$ cat config.mk
export PLATFORM = sky130hd
export DESIGN_NAME = quadrature_tick_odometry_unit_flat
export DESIGN_NICKNAME = d
export VERILOG_FILES = /design/src/qto_pkg.sv /design/src/qto_ev_if.sv /design/src/qto_res_if.sv /design/src/qto_cfg_if.sv /design/src/quadrature_tick_odometry_unit.sv /design/src/flat_wrapper.sv
export SDC_FILE = /design/constraint.sdc
export NUM_CORES = 2
export LEC_CHECK = 0
export BUFFER_PORTS_ARGS = -buffer_cell sky130_fd_sc_hd__buf_2
export CAP_MARGIN = 20
export CORE_MARGIN = 2
export CORE_UTILIZATION = 65
export DETAILED_ROUTE_END_ITERATION = 7
export PLACE_DENSITY = 0.87
export SYNTH_ARGS = -nofsm -noshare
export SYNTH_HDL_FRONTEND = slang
export SYNTH_SLANG_ARGS = --single-unit
export TNS_END_PERCENT = 20
$ cat constraint.sdc
create_clock -name clk -period 26.5 [get_ports clk]
set_input_delay 1.325 -clock clk [delete_from_list [all_inputs] [get_ports clk]]
set_output_delay 1.325 -clock clk [all_outputs]
set_load 0.05 [all_outputs]
$ cat src/qto_pkg.sv
package qto_pkg;

	localparam int QTO_CORDIC_STEPS = 16;
	localparam int QTO_ATAN_LEN     = 24;
	localparam int QTO_DPT_W        = 24;
	localparam int QTO_COUNT_W      = 16;
	localparam int QTO_ANGLE_W      = 16;
	localparam int QTO_TOTAL_W      = 32;
	localparam int QTO_POS_W        = 32;

	localparam logic [QTO_DPT_W-1:0] QTO_DPT_RESET = 24'd16777;

	// cordic gain in Q1.30
	localparam logic signed [33:0] QTO_CORDIC_GAIN = 34'sd652032874;

	typedef enum logic [1:0] {
		KIND_SAMPLE   = 2'd0,
		KIND_ODOM     = 2'd1,
		KIND_POSE_CLR = 2'd2,
		KIND_TICK_CLR = 2'd3
	} kind_t;

	// atan(2^-i) as a 32-bit binary angle
	function automatic logic [29:0] qto_atan(input logic [4:0] idx);
		logic [29:0] v;
		case (idx)
			5'd0:  v = 30'd536870912;
			5'd1:  v = 30'd316933406;
			5'd2:  v = 30'd167458907;
			5'd3:  v = 30'd85004756;
			5'd4:  v = 30'd42667331;
			5'd5:  v = 30'd21354465;
			5'd6:  v = 30'd10679838;
			5'd7:  v = 30'd5340245;
			5'd8:  v = 30'd2670163;
			5'd9:  v = 30'd1335087;
			5'd10: v = 30'd667544;
			5'd11: v = 30'd333772;
			5'd12: v = 30'd166886;
			5'd13: v = 30'd83443;
			5'd14: v = 30'd41722;
			5'd15: v = 30'd20861;
			5'd16: v = 30'd10430;
			5'd17: v = 30'd5215;
			5'd18: v = 30'd2608;
			5'd19: v = 30'd1304;
			5'd20: v = 30'd652;
			5'd21: v = 30'd326;
			5'd22: v = 30'd163;
			5'd23: v = 30'd81;
			default: v = 30'd0;
		endcase
		return v;
	endfunction

endpackage

$ cat src/qto_ev_if.sv
interface qto_ev_if;
	import qto_pkg::*;

	logic                          valid;
	logic                          ready;
	logic [1:0]                    kind;
	logic [QTO_COUNT_W-1:0]        left_count;
	logic [QTO_COUNT_W-1:0]        right_count;
	logic signed [QTO_ANGLE_W-1:0] heading;

	modport source (output valid, kind, left_count, right_count, heading, input ready);
	modport sink (input valid, kind, left_count, right_count, heading, output ready);
endinterface

$ cat src/qto_res_if.sv
interface qto_res_if;
	import qto_pkg::*;

	logic                          valid;
	logic                          ready;
	logic signed [QTO_TOTAL_W-1:0] left_total;
	logic signed [QTO_TOTAL_W-1:0] right_total;
	logic signed [QTO_COUNT_W-1:0] left_step;
	logic signed [QTO_COUNT_W-1:0] right_step;
	logic signed [QTO_POS_W-1:0]   pos_x;
	logic signed [QTO_POS_W-1:0]   pos_y;
	logic signed [QTO_ANGLE_W-1:0] held_heading;

	modport source (output valid, left_total, right_total, left_step, right_step, pos_x,
		pos_y, held_heading, input ready);
	modport sink (input valid, left_total, right_total, left_step, right_step, pos_x,
		pos_y, held_heading, output ready);
endinterface

$ cat src/qto_cfg_if.sv
interface qto_cfg_if;
	import qto_pkg::*;

	logic                 valid;
	logic                 ready;
	logic [QTO_DPT_W-1:0] data;

	modport source (output valid, data, input ready);
	modport sink (input valid, data, output ready);
endinterface

$ cat src/quadrature_tick_odometry_unit.sv
// sample and clear events: accept goes straight to ST_DONE, which loads the result
// odometry events: serial cordic loop, ST_RND, four partial products through the
//   shared 34x25 multiplier that also forms the distance product, then ST_SAT
// one event in flight: next beat taken once the result is in the output register;
//   ST_DONE holds while the output register is full and not taken
// reset: arst_n clears all pose, tick and handshake state; distance_per_tick to 16777
module quadrature_tick_odometry_unit #(
	parameter int CORDIC_STEPS = qto_pkg::QTO_CORDIC_STEPS
) (
	input  logic   clk,
	input  logic   arst_n,
	qto_ev_if.sink   ev,
	qto_res_if.source res,
	qto_cfg_if.sink  cfg
);
	import qto_pkg::*;

	localparam int CNT_W = $clog2(CORDIC_STEPS);
	localparam logic [CNT_W-1:0] LAST_STEP = CNT_W'(CORDIC_STEPS - 1);

	typedef enum logic [9:0] {
		ST_IDLE = 10'b0000000001,
		ST_CORD = 10'b0000000010,
		ST_RND  = 10'b0000000100,
		ST_MXL  = 10'b0000001000,
		ST_MXH  = 10'b0000010000,
		ST_MYL  = 10'b0000100000,
		ST_MYH  = 10'b0001000000,
		ST_INCY = 10'b0010000000,
		ST_SAT  = 10'b0100000000,
		ST_DONE = 10'b1000000000
	} state_t;

	state_t state_q;

	logic [QTO_DPT_W-1:0]          dpt_q;
	logic [QTO_COUNT_W-1:0]        prev_l_q, prev_r_q;
	logic [QTO_TOTAL_W-1:0]        sum_l_q, sum_r_q, owed_l_q, owed_r_q;
	logic [QTO_COUNT_W-1:0]        step_l_q, step_r_q;
	logic signed [QTO_POS_W-1:0]   x_q, y_q;
	logic signed [QTO_ANGLE_W-1:0] angle_q, head_q;

	logic signed [33:0] cx_q, cy_q, cz_q;
	logic               flip_q;
	logic [CNT_W-1:0]   cnt_q;

	logic signed [21:0] cos_q, sin_q;
	logic signed [43:0] dist_q;
	logic signed [58:0] prod_q, lo_q;
	logic signed [34:0] inc_x_q, inc_y_q;

	logic                          out_vld_q;
	logic [QTO_TOTAL_W-1:0]        o_sum_l_q, o_sum_r_q;
	logic [QTO_COUNT_W-1:0]        o_step_l_q, o_step_r_q;
	logic signed [QTO_POS_W-1:0]   o_x_q, o_y_q;
	logic signed [QTO_ANGLE_W-1:0] o_ang_q;

	logic ev_acc;
	logic out_free;
	assign ev.ready = (state_q == ST_IDLE);
	assign ev_acc   = ev.valid && ev.ready;
	assign out_free = !out_vld_q || res.ready;
	assign cfg.ready = 1'b1;

	// shared multiplier
	logic signed [33:0] mul_a;
	logic signed [24:0] mul_b;
	logic signed [58:0] mul_p;
	logic signed [33:0] owed_sum;
	logic signed [33:0] d_lo, d_hi;

	assign owed_sum = 34'(signed'(owed_l_q)) + 34'(signed'(owed_r_q));
	assign d_lo = $signed({12'b0, dist_q[21:0]});
	assign d_hi = 34'(signed'(dist_q[43:22]));

	always_comb begin
		mul_a = owed_sum;
		mul_b = $signed({1'b0, dpt_q});
		case (state_q)
			ST_MXL: begin
				mul_a = d_lo;
				mul_b = 25'(cos_q);
			end
			ST_MXH: begin
				mul_a = d_hi;
				mul_b = 25'(cos_q);
			end
			ST_MYL: begin
				mul_a = d_lo;
				mul_b = 25'(sin_q);
			end
			ST_MYH: begin
				mul_a = d_hi;
				mul_b = 25'(sin_q);
			end
			default: begin
				mul_a = owed_sum;
				mul_b = $signed({1'b0, dpt_q});
			end
		endcase
	end
	assign mul_p = mul_a * mul_b;

	// (hi << 22) + lo, then floor shift by 29
	function automatic logic signed [34:0] combine(input logic signed [58:0] hi,
		input logic signed [58:0] lo);
		logic signed [63:0] acc;
		acc = (64'(hi) <<< 22) + 64'(lo);
		return acc[63:29];
	endfunction

	function automatic logic signed [31:0] sat_add(input logic signed [31:0] pos,
		input logic signed [34:0] inc);
		logic signed [35:0] r;
		r = 36'(pos) + 36'(inc);
		if (r > 36'sh07FFFFFFF) begin
			return 32'sh7FFFFFFF;
		end else if (r < -36'sh080000000) begin
			return 32'sh80000000;
		end
		return r[31:0];
	endfunction

	// cordic step
	logic signed [33:0] dx, dy, atan_v;
	assign dx = cx_q >>> cnt_q;
	assign dy = cy_q >>> cnt_q;
	assign atan_v = $signed({4'b0, qto_atan(5'(cnt_q))});

	// cordic init from the incoming heading
	logic                          big;
	logic signed [QTO_ANGLE_W-1:0] ang_in;
	assign big    = (ev.heading > 16'sd16384) || (ev.heading < -16'sd16384);
	assign ang_in = big ? {~ev.heading[15], ev.heading[14:0]} : ev.heading;

	logic signed [33:0] rx, ry;
	assign rx = (cx_q + 34'sd512) >>> 10;
	assign ry = (cy_q + 34'sd512) >>> 10;

	logic [QTO_COUNT_W-1:0] dl, dr;
	assign dl = ev.left_count - prev_l_q;
	assign dr = ev.right_count - prev_r_q;

	always_ff @(posedge clk or negedge arst_n) begin
		if (!arst_n) begin
			dpt_q <= QTO_DPT_RESET;
		end else if (cfg.valid && cfg.ready) begin
			dpt_q <= cfg.data;
		end
	end

	always_ff @(posedge clk or negedge arst_n) begin
		if (!arst_n) begin
			state_q   <= ST_IDLE;
			prev_l_q  <= '0;
			prev_r_q  <= '0;
			sum_l_q   <= '0;
			sum_r_q   <= '0;
			owed_l_q  <= '0;
			owed_r_q  <= '0;
			step_l_q  <= '0;
			step_r_q  <= '0;
			x_q       <= '0;
			y_q       <= '0;
			angle_q   <= '0;
			cnt_q     <= '0;
			out_vld_q <= 1'b0;
		end else begin
			if (res.ready) begin
				out_vld_q <= 1'b0;
			end
			case (state_q)
				ST_IDLE: begin
					if (ev_acc) begin
						state_q <= ST_DONE;
						case (kind_t'(ev.kind))
							KIND_SAMPLE: begin
								step_l_q <= dl;
								step_r_q <= dr;
								sum_l_q  <= sum_l_q + 32'(signed'(dl));
								sum_r_q  <= sum_r_q + 32'(signed'(dr));
								owed_l_q <= owed_l_q + 32'(signed'(dl));
								owed_r_q <= owed_r_q + 32'(signed'(dr));
								prev_l_q <= ev.left_count;
								prev_r_q <= ev.right_count;
							end
							KIND_ODOM: begin
								cnt_q   <= '0;
								state_q <= ST_CORD;
							end
							KIND_POSE_CLR: begin
								owed_l_q <= '0;
								owed_r_q <= '0;
								x_q      <= '0;
								y_q      <= '0;
								angle_q  <= '0;
							end
							default: begin
								prev_l_q <= '0;
								prev_r_q <= '0;
								sum_l_q  <= '0;
								sum_r_q  <= '0;
								step_l_q <= '0;
								step_r_q <= '0;
								owed_l_q <= '0;
								owed_r_q <= '0;
							end
						endcase
					end
				end
				ST_CORD: begin
					cnt_q <= cnt_q + 1'b1;
					if (cnt_q == LAST_STEP) begin
						state_q <= ST_RND;
					end
				end
				ST_RND: begin
					owed_l_q <= '0;
					owed_r_q <= '0;
					angle_q  <= head_q;
					state_q  <= ST_MXL;
				end
				ST_MXL:  state_q <= ST_MXH;
				ST_MXH:  state_q <= ST_MYL;
				ST_MYL:  state_q <= ST_MYH;
				ST_MYH:  state_q <= ST_INCY;
				ST_INCY: state_q <= ST_SAT;
				ST_SAT: begin
					x_q     <= sat_add(x_q, inc_x_q);
					y_q     <= sat_add(y_q, inc_y_q);
					state_q <= ST_DONE;
				end
				ST_DONE: begin
					if (out_free) begin
						out_vld_q <= 1'b1;
						state_q   <= ST_IDLE;
					end
				end
				default: state_q <= ST_IDLE;
			endcase
		end
	end

	// datapath, no reset needed
	always_ff @(posedge clk) begin
		prod_q <= mul_p;
		case (state_q)
			ST_IDLE: begin
				head_q <= ev.heading;
				flip_q <= big;
				cx_q   <= QTO_CORDIC_GAIN;
				cy_q   <= '0;
				cz_q   <= {{2{ang_in[15]}}, ang_in, 16'b0};
			end
			ST_CORD: begin
				if (!cz_q[33]) begin
					cx_q <= cx_q - dy;
					cy_q <= cy_q + dx;
					cz_q <= cz_q - atan_v;
				end else begin
					cx_q <= cx_q + dy;
					cy_q <= cy_q - dx;
					cz_q <= cz_q + atan_v;
				end
			end
			ST_RND: begin
				cos_q <= flip_q ? -rx[21:0] : rx[21:0];
				sin_q <= flip_q ? -ry[21:0] : ry[21:0];
				// distance product sits in prod_q since the cordic loop
				if (prod_q > 59'sd4398046511104) begin
					dist_q <= 44'sd4398046511104;
				end else if (prod_q < -59'sd4398046511104) begin
					dist_q <= -44'sd4398046511104;
				end else begin
					dist_q <= prod_q[43:0];
				end
			end
			ST_MXH: lo_q <= prod_q;
			ST_MYL: inc_x_q <= combine(prod_q, lo_q);
			ST_MYH: lo_q <= prod_q;
			ST_INCY: inc_y_q <= combine(prod_q, lo_q);
			default: begin
			end
		endcase
	end

	always_ff @(posedge clk) begin
		if (state_q == ST_DONE && out_free) begin
			o_sum_l_q  <= sum_l_q;
			o_sum_r_q  <= sum_r_q;
			o_step_l_q <= step_l_q;
			o_step_r_q <= step_r_q;
			o_x_q      <= x_q;
			o_y_q      <= y_q;
			o_ang_q    <= angle_q;
		end
	end

	assign res.valid        = out_vld_q;
	assign res.left_total   = signed'(o_sum_l_q);
	assign res.right_total  = signed'(o_sum_r_q);
	assign res.left_step    = signed'(o_step_l_q);
	assign res.right_step   = signed'(o_step_r_q);
	assign res.pos_x        = o_x_q;
	assign res.pos_y        = o_y_q;
	assign res.held_heading = o_ang_q;

	a_odom_starts_cordic: assert property (@(posedge clk) disable iff (!arst_n)
		ev_acc && ev.kind == KIND_ODOM |=> state_q == ST_CORD && cnt_q == '0)
		else $error("odometry beat did not start the cordic loop");

	a_other_kinds_done: assert property (@(posedge clk) disable iff (!arst_n)
		ev_acc && ev.kind != KIND_ODOM |=> state_q == ST_DONE)
		else $error("non-odometry beat did not finish at once");

	a_cordic_len: assert property (@(posedge clk) disable iff (!arst_n)
		state_q == ST_RND |-> $past(state_q) == ST_CORD && $past(cnt_q) == LAST_STEP)
		else $error("cordic loop left early");

	a_result_loaded: assert property (@(posedge clk) disable iff (!arst_n)
		state_q == ST_DONE && out_free |=> out_vld_q && state_q == ST_IDLE)
		else $error("finished event did not reach the output register");

	a_no_accept_busy: assert property (@(posedge clk) disable iff (!arst_n)
		state_q != ST_IDLE |-> !ev_acc)
		else $error("beat accepted while busy");
endmodule
$ cat src/flat_wrapper.sv
// flat-port wrapper written by rule: the top's interface ports become plain ports
module quadrature_tick_odometry_unit_flat import qto_pkg::*;
#(
	parameter int CORDIC_STEPS = qto_pkg::QTO_CORDIC_STEPS
)
  (clk, arst_n, ev_valid, ev_kind, ev_left_count, ev_right_count, ev_heading, ev_ready, res_valid, res_left_total, res_right_total, res_left_step, res_right_step, res_pos_x, res_pos_y, res_held_heading, res_ready, cfg_valid, cfg_data, cfg_ready);
  qto_ev_if ev_i ();
  qto_res_if res_i ();
  qto_cfg_if cfg_i ();
  input  logic clk;
  input  logic arst_n;
  input wire logic [$bits(ev_i.valid)-1:0] ev_valid;
  input wire logic [$bits(ev_i.kind)-1:0] ev_kind;
  input wire logic [$bits(ev_i.left_count)-1:0] ev_left_count;
  input wire logic [$bits(ev_i.right_count)-1:0] ev_right_count;
  input wire logic [$bits(ev_i.heading)-1:0] ev_heading;
  output wire logic [$bits(ev_i.ready)-1:0] ev_ready;
  output wire logic [$bits(res_i.valid)-1:0] res_valid;
  output wire logic [$bits(res_i.left_total)-1:0] res_left_total;
  output wire logic [$bits(res_i.right_total)-1:0] res_right_total;
  output wire logic [$bits(res_i.left_step)-1:0] res_left_step;
  output wire logic [$bits(res_i.right_step)-1:0] res_right_step;
  output wire logic [$bits(res_i.pos_x)-1:0] res_pos_x;
  output wire logic [$bits(res_i.pos_y)-1:0] res_pos_y;
  output wire logic [$bits(res_i.held_heading)-1:0] res_held_heading;
  input wire logic [$bits(res_i.ready)-1:0] res_ready;
  input wire logic [$bits(cfg_i.valid)-1:0] cfg_valid;
  input wire logic [$bits(cfg_i.data)-1:0] cfg_data;
  output wire logic [$bits(cfg_i.ready)-1:0] cfg_ready;
  assign ev_i.valid = ev_valid;
  assign ev_i.kind = ev_kind;
  assign ev_i.left_count = ev_left_count;
  assign ev_i.right_count = ev_right_count;
  assign ev_i.heading = ev_heading;
  assign ev_ready = ev_i.ready;
  assign res_valid = res_i.valid;
  assign res_left_total = res_i.left_total;
  assign res_right_total = res_i.right_total;
  assign res_left_step = res_i.left_step;
  assign res_right_step = res_i.right_step;
  assign res_pos_x = res_i.pos_x;
  assign res_pos_y = res_i.pos_y;
  assign res_held_heading = res_i.held_heading;
  assign res_i.ready = res_ready;
  assign cfg_i.valid = cfg_valid;
  assign cfg_i.data = cfg_data;
  assign cfg_ready = cfg_i.ready;
  quadrature_tick_odometry_unit #(.CORDIC_STEPS(CORDIC_STEPS)) u_core (.clk(clk), .arst_n(arst_n), .ev(ev_i), .res(res_i), .cfg(cfg_i));
endmodule
==> metrics <==
CP max-delay cell nor2_4; 1st-iter DRT viols 8353; vias in the first global route 67777; Initial Util 65.7%; most frequent CP cell fa_1; Tcrit/Tclk final 43.8%; Post-Synth Adder-Cell Area 29.0%; largest family of logic cells by synthesized area adder cells; Synth Area in XOR/XNOR 5.90%; Place WS 15160 ps; fmax 86.1 MHz; Post-synth top cells 988 x nand2_1, 974 x inv_1, 861 x fa_1; drt wl/cell 23.6 um; Crit Path Class reg -> reg; Die ar. 132000 um2; Synth area leaders fa_1 21%, edfxtp_1 18%, dfrtp_1 9.1%; CP Launch Type flop; Async S/R FF share, synth 36.2%; Mapped Cells 8812; clk_lat worst skew 750 ps; final setup TNS 0 ps; clock-pin slew on the worst setup and hold paths 60 ps; Hold Crit Start u_core.step_r_q[11]; crit-path leading delay family adder cells; largest net degree at the start of global routing 145; Clock Path Buffers 3; Die X 363 um; CP max FO 36; GPL Wtd Cong 1.04; antenna violations before repair 19; CP bufs+invs 7; hold buffers post-CTS 0; RSZ-0062 raised after global routing no; CP Capture Type flop; final setup fails 0; Max-Cap Viols 0; Port Buf Inserts 256; Core Rows 131; clk sinks 860; CP required 27070 ps; layout cells sized above 1 8.15%; Pins Over Slew Limit 0; Compound-Gate Fraction of Synth Area 13.6%; simple-gate area share of the yosys netlist 14.3%; Root Buffer clkbuf_16; I/O pin cnt 258; Slew HR 18.7%; Distinct cells, synth 112; sequential share of the synthesized area 28.2%; hpwl dp 190000 um; Slew @ Worst Pin 1220 ps; WP data arrival 12190 ps; total wire length 252000 um; DRC 0; delay of the slowest critical-path stage 870 ps; reg-to-reg startpoint u_core.state_q[7]; worst hold path class reg -> reg; final antenna-violating net count 0; average cell area after synthesis 9.53 um2; status finished clean; Final Worst Setup Slack 14880 ps; final critical-path required period 11620 ps; Vias 68369; Mapped Area 84000 um2; CP startpoint u_core.state_q[7]; EDFF count, synth 490; CTS buffer count 92; area leader, netlist fa_1; Congestion Overflow GR 0; post-synthesis mux area share 2.79%; drt first pass iters 7; synth warn 0; cell with the most instances after synthesis nand2_1; Area Growth Syn to Fin 7.38%; post-synth top area share 20.5%; core area 128000 um2; via-per-instance ratio 6.42; total track usage 38.2%; wire length of the first global-routing pass 387000 um; Syn Nets 10320; final hold viol count 0; H-tree depth 3; synthesized flop and latch total 860; Final nets 10407; Layout Skew 64.5 ps; setup repair bufs after CTS 0; CTS tree done; Post-CTS Resized 0; Synth Flop Type edfxtp_1; Die H 363 um
## worst reg2reg max path: cells and delay by family (launching register included)
kind / cells / cell delay (ps)
AO/OA/AOI/OAI: 8 / 3010
XOR/XNOR: 1 / 130
AND/OR/NAND/NOR: 8 / 3220
flip-flops: 1 / 420
buffers and inverters: 7 / 830
adder cells (fa/ha/maj): 8 / 3890
## per-layer routing
metal	part of all wire (%)	GRT usage (%)	wire, um	up-vias
met5	0.0040	0.109	10	-
li1	-	-	-	29964
met2	45	59.3	113000	3999
met3	11	8.78	27600	1041
met4	6.8	22.4	17200	2
met1	37	49.2	93300	33363
## placed cells by master (no fill, tap or decap), types with 301 or more instances in the layout
| cell | synthesis | routed |
|---|---|---|
| nor2_1 | 795 | 790 |
| inv_1 | 974 | 974 |
| xnor2_1 | 333 | 332 |
| dfrtp_1 | 305 | 301 |
| fa_1 | 861 | 861 |
| edfxtp_1 | 490 | 490 |
| nand2_1 | 988 | 987 |
| ha_1 | 568 | 567 |
| a21oi_1 | 519 | 516 |
| o21ai_0 | 424 | 422 |
## registers in the layout, indices dropped and copies added (netlist names), 32 cells and up
signal,cells
u_core.cx_q,34
u_core.cy_q,34
u_core.cz_q,34
u_core.dist_q,44
u_core.inc_x_q,35
u_core.inc_y_q,35
u_core.lo_q,37
u_core.owed_l_q,32
u_core.owed_r_q,32
u_core.prod_q,59
u_core.res.left_total,32
u_core.res.pos_x,32
u_core.res.pos_y,32
u_core.res.right_total,32
u_core.sum_l_q,32
u_core.sum_r_q,32
u_core.x_q,32
u_core.y_q,32
## kinds of logic (layout without fill, tap and decap cells)
family / after synthesis / after routing
other cells: 1 / 14
compound gates: 1781 / 1781
xor+xnor: 564 / 564
flops: 860 / 860
simple gates: 2652 / 2652
buf+inv: 1345 / 1512
fa+ha+maj: 1429 / 1429
mux: 180 / 180
## final timing paths
| kind | slack [ps] | cells after the start | to |
|---|---|---|---|
| max in group asynchronous | 23610 | 3 | u_core.owed_l_q[28] |
| max reg2reg | 14880 | 32 | u_core.prod_q[58] |
| min in group asynchronous | 620 | 1 | u_core.x_q[10] |
| max | 14880 | 32 | u_core.prod_q[58] |
| min | 450 | 0 | u_core.res.right_step[11] |
| min reg2reg | 450 | 0 | u_core.res.right_step[11] |
## per-stage QoR
| step | utilization [%] | hold WS, ps | instance area [um2] | instances |
|---|---|---|---|---|
| final | 70.5 | 451 | 90200 | 10654 |
| after global routing | 70.5 | 459 | 90100 | 10651 |
| after CTS | 70.4 | 453 | 90000 | 10632 |
| after detailed placement | 67.8 | 431 | 86700 | 10458 |
| after global placement | 67.8 | 432 | 86700 | 10455 |
| after floorplan | - | 425 | 84000 | 8812 |
## area by class of cell
type / instances / area [um2]
Antenna cell: 13 / 32.5
Clock buffer: 120 / 2590
Clock inverter: 54 / 639
Fill cell: 9380 / 37700
Inverter: 977 / 3670
Multi-Input combinational cell: 6607 / 55200
Sequential cell: 860 / 23700
Tap cell: 1662 / 2080
Timing Repair Buffer: 361 / 2210
Power is not shown: default switching activity piles up to over one toggle a cycle in this logic, so the estimate is an artifact.
